**config.mk**
```make
export PLATFORM = sky130hd
export DESIGN_NAME = rtks_ctrl
export DESIGN_NICKNAME = d
export VERILOG_FILES = /design/src/hw/rtl/rtks_pkg.sv /design/src/hw/rtl/rtks_ctrl.sv
export SDC_FILE = /design/constraint.sdc
export NUM_CORES = 1
export LEC_CHECK = 0
export BUFFER_PORTS_ARGS = -buffer_cell sky130_fd_sc_hd__buf_2
export CORE_AREA = 2 2 39 41
export DETAILED_ROUTE_END_ITERATION = 6
export DIE_AREA = 0 0 41 43
export GPL_TIMING_DRIVEN = 0
export PLACE_DENSITY = 0.66
export SYNTH_ARGS = -nofsm -noshare
export SYNTH_HDL_FRONTEND = slang
export SYNTH_SLANG_ARGS = --single-unit
```
**constraint.sdc**
```tcl
create_clock -name clk -period 1.54 [get_ports clk]
set_clock_uncertainty 0.15 [all_clocks]
set_input_delay 0.154 -clock clk [delete_from_list [all_inputs] [get_ports clk]]
set_output_delay 0.154 -clock clk [all_outputs]
set_load 0.1 [all_outputs]
```
**src/hw/rtl/rtks_pkg.sv**
```systemverilog
// ----------------------------------------------------------------------------
// rtks_pkg: shared types and constants of the ranked top-k selector
// Field widths, register and status codes, controller command and status words.
// ----------------------------------------------------------------------------
package rtks_pkg;

  localparam int unsigned ID_W       = 64;
  localparam int unsigned RANK_W     = 32;
  localparam int unsigned VAL_W      = 32;
  localparam int unsigned DIV_W      = VAL_W + 1;
  localparam int unsigned DC_W       = 5;
  localparam int unsigned STATUS_W   = 2;
  localparam int unsigned CFG_IDX_W  = 3;
  localparam int unsigned CFG_DATA_W = 32;

  typedef enum logic [CFG_IDX_W-1:0] {
    REG_DESIRED_COUNT = 3'd0,
    REG_HUNGER_LOW    = 3'd1,
    REG_HUNGER_HIGH   = 3'd2,
    REG_THREAT_LOW    = 3'd3,
    REG_THREAT_HIGH   = 3'd4
  } cfg_reg_t;

  typedef enum logic [STATUS_W-1:0] {
    ST_OK    = 2'd0,
    ST_EMPTY = 2'd1,
    ST_SHORT = 2'd2
  } status_t;

  // Controller to datapath
  typedef struct packed {
    logic    load;
    logic    scan_init;
    logic    scan_rd;
    logic    scan_again;
    logic    pick_commit;
    logic    mod_start;
    logic    emit_pick;
    logic    emit_status;
    status_t status_code;
    logic    set_clear;
  } cmd_t;

  // Datapath to controller
  typedef struct packed {
    logic want_zero;
    logic scan_last;
    logic found;
    logic pick_last;
    logic mod_done;
    logic out_free;
    logic out_last;
  } sts_t;

endpackage

```
**src/hw/rtl/rtks_ctrl.sv**
```systemverilog
// ----------------------------------------------------------------------------
// rtks_ctrl: sequencer of the ranked top-k selector
// Steps load, selection scans, spread computation and result emission.
// ----------------------------------------------------------------------------
module rtks_ctrl (
  input  logic           clk,
  input  logic           rst,
  input  logic           cand_valid,
  input  logic           cand_last,
  output logic           cand_ready,
  input  rtks_pkg::sts_t sts,
  output rtks_pkg::cmd_t cmd
);
  import rtks_pkg::*;

  typedef enum logic [3:0] {
    S_LOAD,
    S_SCAN,
    S_DRAIN,
    S_DECIDE,
    S_FETCH,
    S_START,
    S_MOD,
    S_EMIT,
    S_EMPTY,
    S_SHORT
  } state_t;

  state_t state;
  state_t state_next;
  logic   accept;

  assign cand_ready = (state == S_LOAD);
  assign accept     = cand_valid && cand_ready;

  always_comb begin
    cmd        = '0;
    state_next = state;
    unique case (state)
      S_LOAD: begin
        if (accept) begin
          cmd.load = 1'b1;
          if (cand_last) begin
            if (sts.want_zero) begin
              state_next = S_EMPTY;
            end else begin
              cmd.scan_init = 1'b1;
              state_next    = S_SCAN;
            end
          end
        end
      end
      S_SCAN: begin
        cmd.scan_rd = 1'b1;
        if (sts.scan_last) begin
          state_next = S_DRAIN;
        end
      end
      S_DRAIN: begin
        state_next = S_DECIDE;
      end
      S_DECIDE: begin
        if (sts.found) begin
          cmd.pick_commit = 1'b1;
          if (sts.pick_last) begin
            state_next = S_FETCH;
          end else begin
            cmd.scan_again = 1'b1;
            state_next     = S_SCAN;
          end
        end else begin
          state_next = S_SHORT;
        end
      end
      S_FETCH: begin
        state_next = S_START;
      end
      S_START: begin
        cmd.mod_start = 1'b1;
        state_next    = S_MOD;
      end
      S_MOD: begin
        if (sts.mod_done) begin
          state_next = S_EMIT;
        end
      end
      S_EMIT: begin
        if (sts.out_free) begin
          cmd.emit_pick = 1'b1;
          if (sts.out_last) begin
            cmd.set_clear = 1'b1;
            state_next    = S_LOAD;
          end else begin
            state_next = S_FETCH;
          end
        end
      end
      S_EMPTY: begin
        if (sts.out_free) begin
          cmd.emit_status = 1'b1;
          cmd.status_code = ST_EMPTY;
          cmd.set_clear   = 1'b1;
          state_next      = S_LOAD;
        end
      end
      S_SHORT: begin
        if (sts.out_free) begin
          cmd.emit_status = 1'b1;
          cmd.status_code = ST_SHORT;
          cmd.set_clear   = 1'b1;
          state_next      = S_LOAD;
        end
      end
      default: begin
        state_next = S_LOAD;
      end
    endcase
  end

  always_ff @(posedge clk) begin
    if (rst) begin
      state <= S_LOAD;
    end else begin
      state <= state_next;
    end
  end

endmodule

```
======== Word level (Yosys, flattened, before mapping) ========
Index checks and enable logic that the tools add are counted.
word-level totals
  flip-flop bits (word level) ............. 4
  input bits .............................. 11
  output and inout port bits .............. 12
  logic and storage cells ................. 48
cells by class
  equality and inequality tests ........... 15
  mux-type cells .......................... 28
  reductions and logical operators ........ 4
operators with widths
  kind                                                                   number
  4-bit two-way mux                                                      10
  4-bit case mux with 9 select lines                                     1
  4-bit by 3-bit equality test with 1-bit output, second input constant  4
  1-bit two-way mux                                                      9
  4-bit by 2-bit equality test with 1-bit output, second input constant  2
  4-bit equality test, second input constant                             2
  2-bit two-way mux                                                      4
  2-bit != test, second input constant                                   4
  3-bit two-way mux                                                      2
  3-bit case mux with 2 select lines                                     1
  6-bit AND reduction                                                    1
  4-bit by 1-bit equality test with 1-bit output, second input constant  1
  4-bit logical NOT                                                      1
  2-bit by 1-bit != test with 1-bit output, second input constant        2
  1-bit case mux with 3 select lines                                     1
  2-bit OR reduction                                                     1
  1-bit logical AND                                                      1

======== Longest topological paths before layout ========
Gate-level depths: netlist of the first run.
  depth in word-level cells ............... 4
  depth in mapped cells ................... 5
  mapped depth without buffers ............ 4

======== Least setup slack after synthesis of the first run ========
Ideal clock, no wire load.
  path kind ............................... register to output
  from .................................... reg state[3]
  to ...................................... out cmd[9] (netlist name)
  arrival time ............................ 3.386 ns
  required time ........................... 1.236 ns
  setup slack ............................. -2.150 ns
  cell stages (with the launch flop) ...... 5
  buffers on the path ..................... 1
  path through ............................ dfxtp_1 -> buf_4 -> nor4_4 -> and2_1 -> and3b_1
RTL lines
  item                    RTL line          source
  start, declared         rtks_ctrl.sv:29   state_t state;
  start signal, assigned  rtks_ctrl.sv:124  state <= state_next;
  end, declared           rtks_ctrl.sv:12   output rtks_pkg::cmd_t cmd

==> results.sh, run 1 <==
export IMPL_synthAdderAreaFrac=0
export IMPL_final_area_mm2=0.00113
export IMPL_ys_types=34
export IMPL_ys_warn_count=0
export IMPL_route_detailed_wl_per_inst_um=18.7
export IMPL_path_class="flop to output port"
export IMPL_antenna_found_initial=0
export IMPL_cts_root_buf="clkbuf_4"
export IMPL_wl_mm=2.19
export IMPL_stdcell_count=117
export IMPL_cts_tree="done"
export IMPL_synth_top_family_by_area="simple AND/OR/NAND/NOR gates"
export IMPL_fillers=67
export IMPL_largest_reg_flops=4
export IMPL_drive_gt1_frac=0.782
export IMPL_rows=14
export IMPL_top_register="state"
export IMPL_rsz0062_at_grt="yes"
export IMPL_drt_first_pass_iters=4
export IMPL_placement_cell_area_um2=659
export IMPL_clk_latency_ns=0.24
export IMPL_vias=659
export IMPL_relSlewSlack=0.674
export IMPL_critPathLaunchType="flop"
export IMPL_async_flop_share=0
export IMPL_end_kind="output port"
export IMPL_grt_pass1_vias=561
export IMPL_synthMuxAreaShare=0.108
export IMPL_start_util=0.336
export IMPL_yosysSeqAreaShare=0.172
export IMPL_core_area_mm2=0.00138
export IMPL_synth_edf_count=0
export IMPL_clkTransAtPathRegs_ns=0.03
export IMPL_fin_crit_ns=1.82
export IMPL_die_area_mm2=0.00176
export IMPL_p_total_mw=1.92
export IMPL_synthesis_area_um2=465
export IMPL_failed_checks="setup timing"
export IMPL_hold_path_class="input pin to flop"
export IMPL_arrival_ns=1.52
export IMPL_yosys_area_share_simple=0.444
export IMPL_portBuffers=22
export IMPL_viasPerCell=5.63
export IMPL_dieWidth_um=41
export IMPL_ys_ff_latch=4
export IMPL_cts_inserted_buffers=3
export IMPL_tns_ns=-2.83
export IMPL_setup_ws_ns=-0.279
export IMPL_ant_nets=0
export IMPL_h_tree_depth=1
export IMPL_drt_iter0_drc=18
export IMPL_drv_cap=0
export IMPL_ys_flop_type="dfxtp_1"
export IMPL_place_congestion=0.712
export IMPL_syn_area_per_cell_um2=8.78
export IMPL_hold_viol=0
export IMPL_grt_start_max_net_pins=11
export IMPL_peakVddDrop_mv=1.46
export IMPL_finalSetupViolCount=16
export IMPL_syn_nets=64
export IMPL_slew_viol_final=0
export IMPL_syn_inst=53
export IMPL_synth_compound_gate_area_share=0.188
export IMPL_largestRegisters="state: 4 flops"
export IMPL_tightest_slew_ns=0.493
export IMPL_grt_pass1_wl_mm=2.30
export IMPL_cellPowerDensity_mw_per_mm2=1700
export IMPL_num_antenna_cells=0
export IMPL_grt_use_total=0.198
export IMPL_finalCritPeriodShare=1.18
export IMPL_multi_input_area_um2=464
export IMPL_io_pins=23
export IMPL_synth_xor_area_frac=0.0188
export IMPL_placed_cells=91
export IMPL_max_freq_mhz=550
export IMPL_clock_sinks=4
export IMPL_status="finished with violations"
export IMPL_syn2layout_area_growth_pct=142
export IMPL_drc=0
export IMPL_timing_hold_ws_ns=0.139
export IMPL_clock_path_buffers=2
export IMPL_post_route_util=0.815
export IMPL_post_place_ws_ns=-0.448
export IMPL_worst_ep_required_time_ns=1.24
export IMPL_overflow=0
export IMPL_hpwl_um=877
export IMPL_hold_buffers=0
export IMPL_die_y_um=43
export IMPL_nets=114
export IMPL_layout_area_seq_um2=90.1
export IMPL_p_leak_nw=0.507
export IMPL_path_max_fanout=5
[layout make-up]
type                            count  area share
Buffer                              4      0.0433
Multi-Input combinational cell     44       0.412
Timing Repair Buffer               45       0.424
Sequential cell                     4      0.0799
Clock buffer                        3      0.0200
Tap cell                           16      0.0178
Inverter                            1     0.00333
[critical path, cell delays in order, from the launching register on]
cell and delay (ns):
dfxtp_4 0.35, buf_6 0.14, nor3b_4 0.24, and2_4 0.20
nor2b_4 0.17, buf_12 0.18
[worst paths after layout]
path	to	cells past startpoint	start	slack [ns]
worst max register to register	state[3]	7	state[1]	-0.26
worst min register to register	state[3]	4	state[3]	0.61
worst max-delay path	cmd[1]	5	state[1]	-0.28
worst min-delay path	state[3]	3	rst	0.14
[logic make-up (layout without fill, tap and decap cells)]
group / after synthesis / in the layout
AND/OR/NAND/NOR: 28 / 28
multiplexers: 4 / 4
AO/OA/AOI/OAI: 11 / 11
XOR/XNOR: 1 / 1
flip-flops: 4 / 4
buffers and inverters: 5 / 53
[per-layer routing]
| metal | up-vias | routed length, um | GRT usage |
|---|---|---|---|
| met5 | - | 0 | 0 |
| met4 | 0 | 58 | 0.173 |
| met3 | 6 | 103 | 0.0209 |
| met2 | 36 | 1130 | 0.322 |
| met1 | 322 | 896 | 0.206 |
| li1 | 295 | - | - |
[timing repair]
action,CTS,global route
hold endpoints to repair,0,0
setup buffers,13,10
resized for setup,49,23
pin swaps,8,10
setup endpoints to repair,14,16
[layout by cell type, fill, tap and decap left out, types with 2 or more instances in the layout]
cell / count
buf_12: 11
buf_8: 2
buf_4: 16
buf_2: 11
clkbuf_4: 3
nor2b_4: 3
dfxtp_2: 2
buf_6: 9
nor2_1: 2
mux2_4: 2
mux2i_1: 2
a21oi_1: 2
and3_4: 2
nand2b_1: 2
and2_4: 2
nor3b_4: 2
dfxtp_4: 2
nand2_1: 3
[power by group]
| part | switching (mW) | internal [mW] |
|---|---|---|
| clock | 0.0450 | 0.0873 |
| sequential | 0.0342 | 0.139 |
| combinational | 0.887 | 0.729 |
| total | 0.967 | 0.954 |
[Yosys cell counts, types with 2 or more instances]
master    n  area share
a21o_1    2       0.032
a21oi_1   2       0.022
and2_1    2       0.027
and3_1    2       0.027
buf_2     2       0.022
dfxtp_1   4        0.17
mux2_4    2       0.065
mux2i_1   2       0.043
nand2_1   4       0.032
nand2b_1  2       0.027
nor2_1    3       0.024
nor2b_1   3       0.040
nor3_1    2       0.022
No activity file was read; power rests on OpenSTA's default activity.
==> run 2, diff against run 1 <==
CTS_BUF_LIST = sky130_fd_sc_hd__clkbuf_8   (was default)
==> run 2 against run 1 <==
Effect of this change:
- the flow still finishes with violations (setup timing)
- combinational power shrank 5%
- worst hold slack gained 0.028 ns
- flip-flop and latch count did not move
- core utilization fell by 3.2 points
- non-clock buffer count is 2 lower
- final cell count down 1.7%
- largest cell class unchanged
==> results.sh, run 2 (synthesis results as in run 1) <==
export IMPL_cpPeakStageDelay_ns=0.36
export IMPL_timing_hold_ws_ns=0.167
export IMPL_drt_iter0_drc=23
export IMPL_drive_gt1_frac=0.747
export IMPL_place_congestion=0.712
export IMPL_grt_use_total=0.190
export IMPL_dieWidth_um=41
export IMPL_top_register="state"
export IMPL_fin_crit_ns=1.80
export IMPL_final_common_cell="buf_4"
export IMPL_crit_chain="nor4_4 > and2_4 > and3b_4 > buf_12"
export IMPL_vias=632
export IMPL_max_freq_mhz=555
export IMPL_clkTransAtPathRegs_ns=0.03
export IMPL_relSlewSlack=0.680
export IMPL_die_area_mm2=0.00176
export IMPL_rows=14
export IMPL_overflow=0
export IMPL_peakVddDrop_mv=1.60
export IMPL_clock_path_buffers=2
export IMPL_cts_inserted_buffers=3
export IMPL_start_util=0.336
export IMPL_grt_pass1_wl_mm=2.22
export IMPL_nets=112
export IMPL_grt_start_max_net_pins=11
export IMPL_drt_first_pass_iters=4
export IMPL_finalSetupViolCount=16
export IMPL_post_route_util=0.783
export IMPL_p_leak_nw=0.487
export IMPL_tightest_slew_ns=0.483
export IMPL_end_kind="output port"
export IMPL_clk_latency_ns=0.22
export IMPL_portBuffers=22
export IMPL_path_class="flop to output port"
export IMPL_wl_mm=2.04
export IMPL_drc=0
export IMPL_worst_ep_required_time_ns=1.24
export IMPL_worst_path_dominant_cell_family="simple AND/OR/NAND/NOR gates"
export IMPL_cts_tree="done"
export IMPL_h_tree_depth=1
export IMPL_core_area_mm2=0.00138
export IMPL_cts_root_buf="clkbuf_8"
export IMPL_setup_ws_ns=-0.261
export IMPL_route_detailed_wl_per_inst_um=17.8
export IMPL_stdcell_count=115
export IMPL_hold_buffers=0
export IMPL_p_total_mw=1.94
export IMPL_status="finished with violations"
export IMPL_hold_path_class="input pin to flop"
export IMPL_fillers=76
export IMPL_antenna_found_initial=0
export IMPL_num_antenna_cells=0
export IMPL_placed_cells=91
export IMPL_rsz0062_at_grt="yes"
export IMPL_path_max_fanout=4
export IMPL_io_pins=23
export IMPL_largestRegisters="state: 4 flops"
export IMPL_syn2layout_area_growth_pct=133
export IMPL_critPathLaunchType="flop"
export IMPL_clock_sinks=4
export IMPL_ant_nets=0
export IMPL_cellPowerDensity_mw_per_mm2=1790
export IMPL_crit_slowest_cell="dfxtp_4"
export IMPL_hpwl_um=877
export IMPL_die_y_um=43
export IMPL_grt_pass1_vias=528
export IMPL_failed_checks="setup timing"
export IMPL_finalCritPeriodShare=1.17
export IMPL_drv_cap=0
export IMPL_tns_ns=-2.51
export IMPL_viasPerCell=5.50
export IMPL_final_cell_mix="15 x buf_4, 11 x buf_2, 10 x buf_6, 10 x buf_12"
export IMPL_critPathBufInv=1
export IMPL_hold_viol=0
export IMPL_slew_viol_final=0
export IMPL_largest_reg_flops=4
export IMPL_arrival_ns=1.50
==> run 2: what timing repair did <==
item / in CTS / in global routing
setup buffers: 13 / 8
pin swaps: 5 / 8
gates resized for setup: 49 / 13
endpoints found under the setup margin: 14 / 16
==> run 2: metal layers <==
| layer | global-route usage | vias up | part of all wire |
|---|---|---|---|
| li1 | - | 290 | - |
| met1 | 0.206 | 305 | 0.39 |
| met2 | 0.334 | 31 | 0.51 |
| met3 | 0.0157 | 6 | 0.065 |
| met4 | 0.100 | 0 | 0.033 |
| met5 | 0 | - | 0 |
==> run 2: layout make-up <==
class	instances	area [um2]	share of cell area
Sequential cell	4	90.1	0.0831
Buffer	4	48.8	0.0450
Timing Repair Buffer	43	447	0.412
Inverter	1	3.75	0.00346
Tap cell	16	20.0	0.0185
Clock buffer	3	41.3	0.0381
Multi-Input combinational cell	44	433	0.400
==> run 2: tightest hold or removal path: stages <==
cell      delay (ns)
buf_2           0.15
nand2b_1        0.12
mux2i_1         0.06
==> run 2: path summary, 6_finish.rpt <==
kind / slack, ns / endpoint / from / depth (start not counted)
worst max-delay path: -0.26 / cmd[9] / state[0] / 4
worst min-delay path: 0.17 / state[0] / rst / 3
worst max register to register: -0.19 / state[1] / state[1] / 6
worst min register to register: 0.60 / state[3] / state[3] / 4
==> run 2: metrics by stage <==
step                instance area (um2)  setup WS, ns
floorplan                           529         -1.31
global placement                    659        -0.411
detailed placement                  659        -0.448
CTS                                 970        -0.215
global route                       1080        -0.304
finish                             1080        -0.261
==> run 2: power by group <==
group          internal, mW  leakage (nW)  switching [mW]  total (mW)
Sequential            0.139        0.0350          0.0360       0.175
Combinational         0.699         0.431           0.845        1.54
Clock                 0.166        0.0216          0.0536       0.220
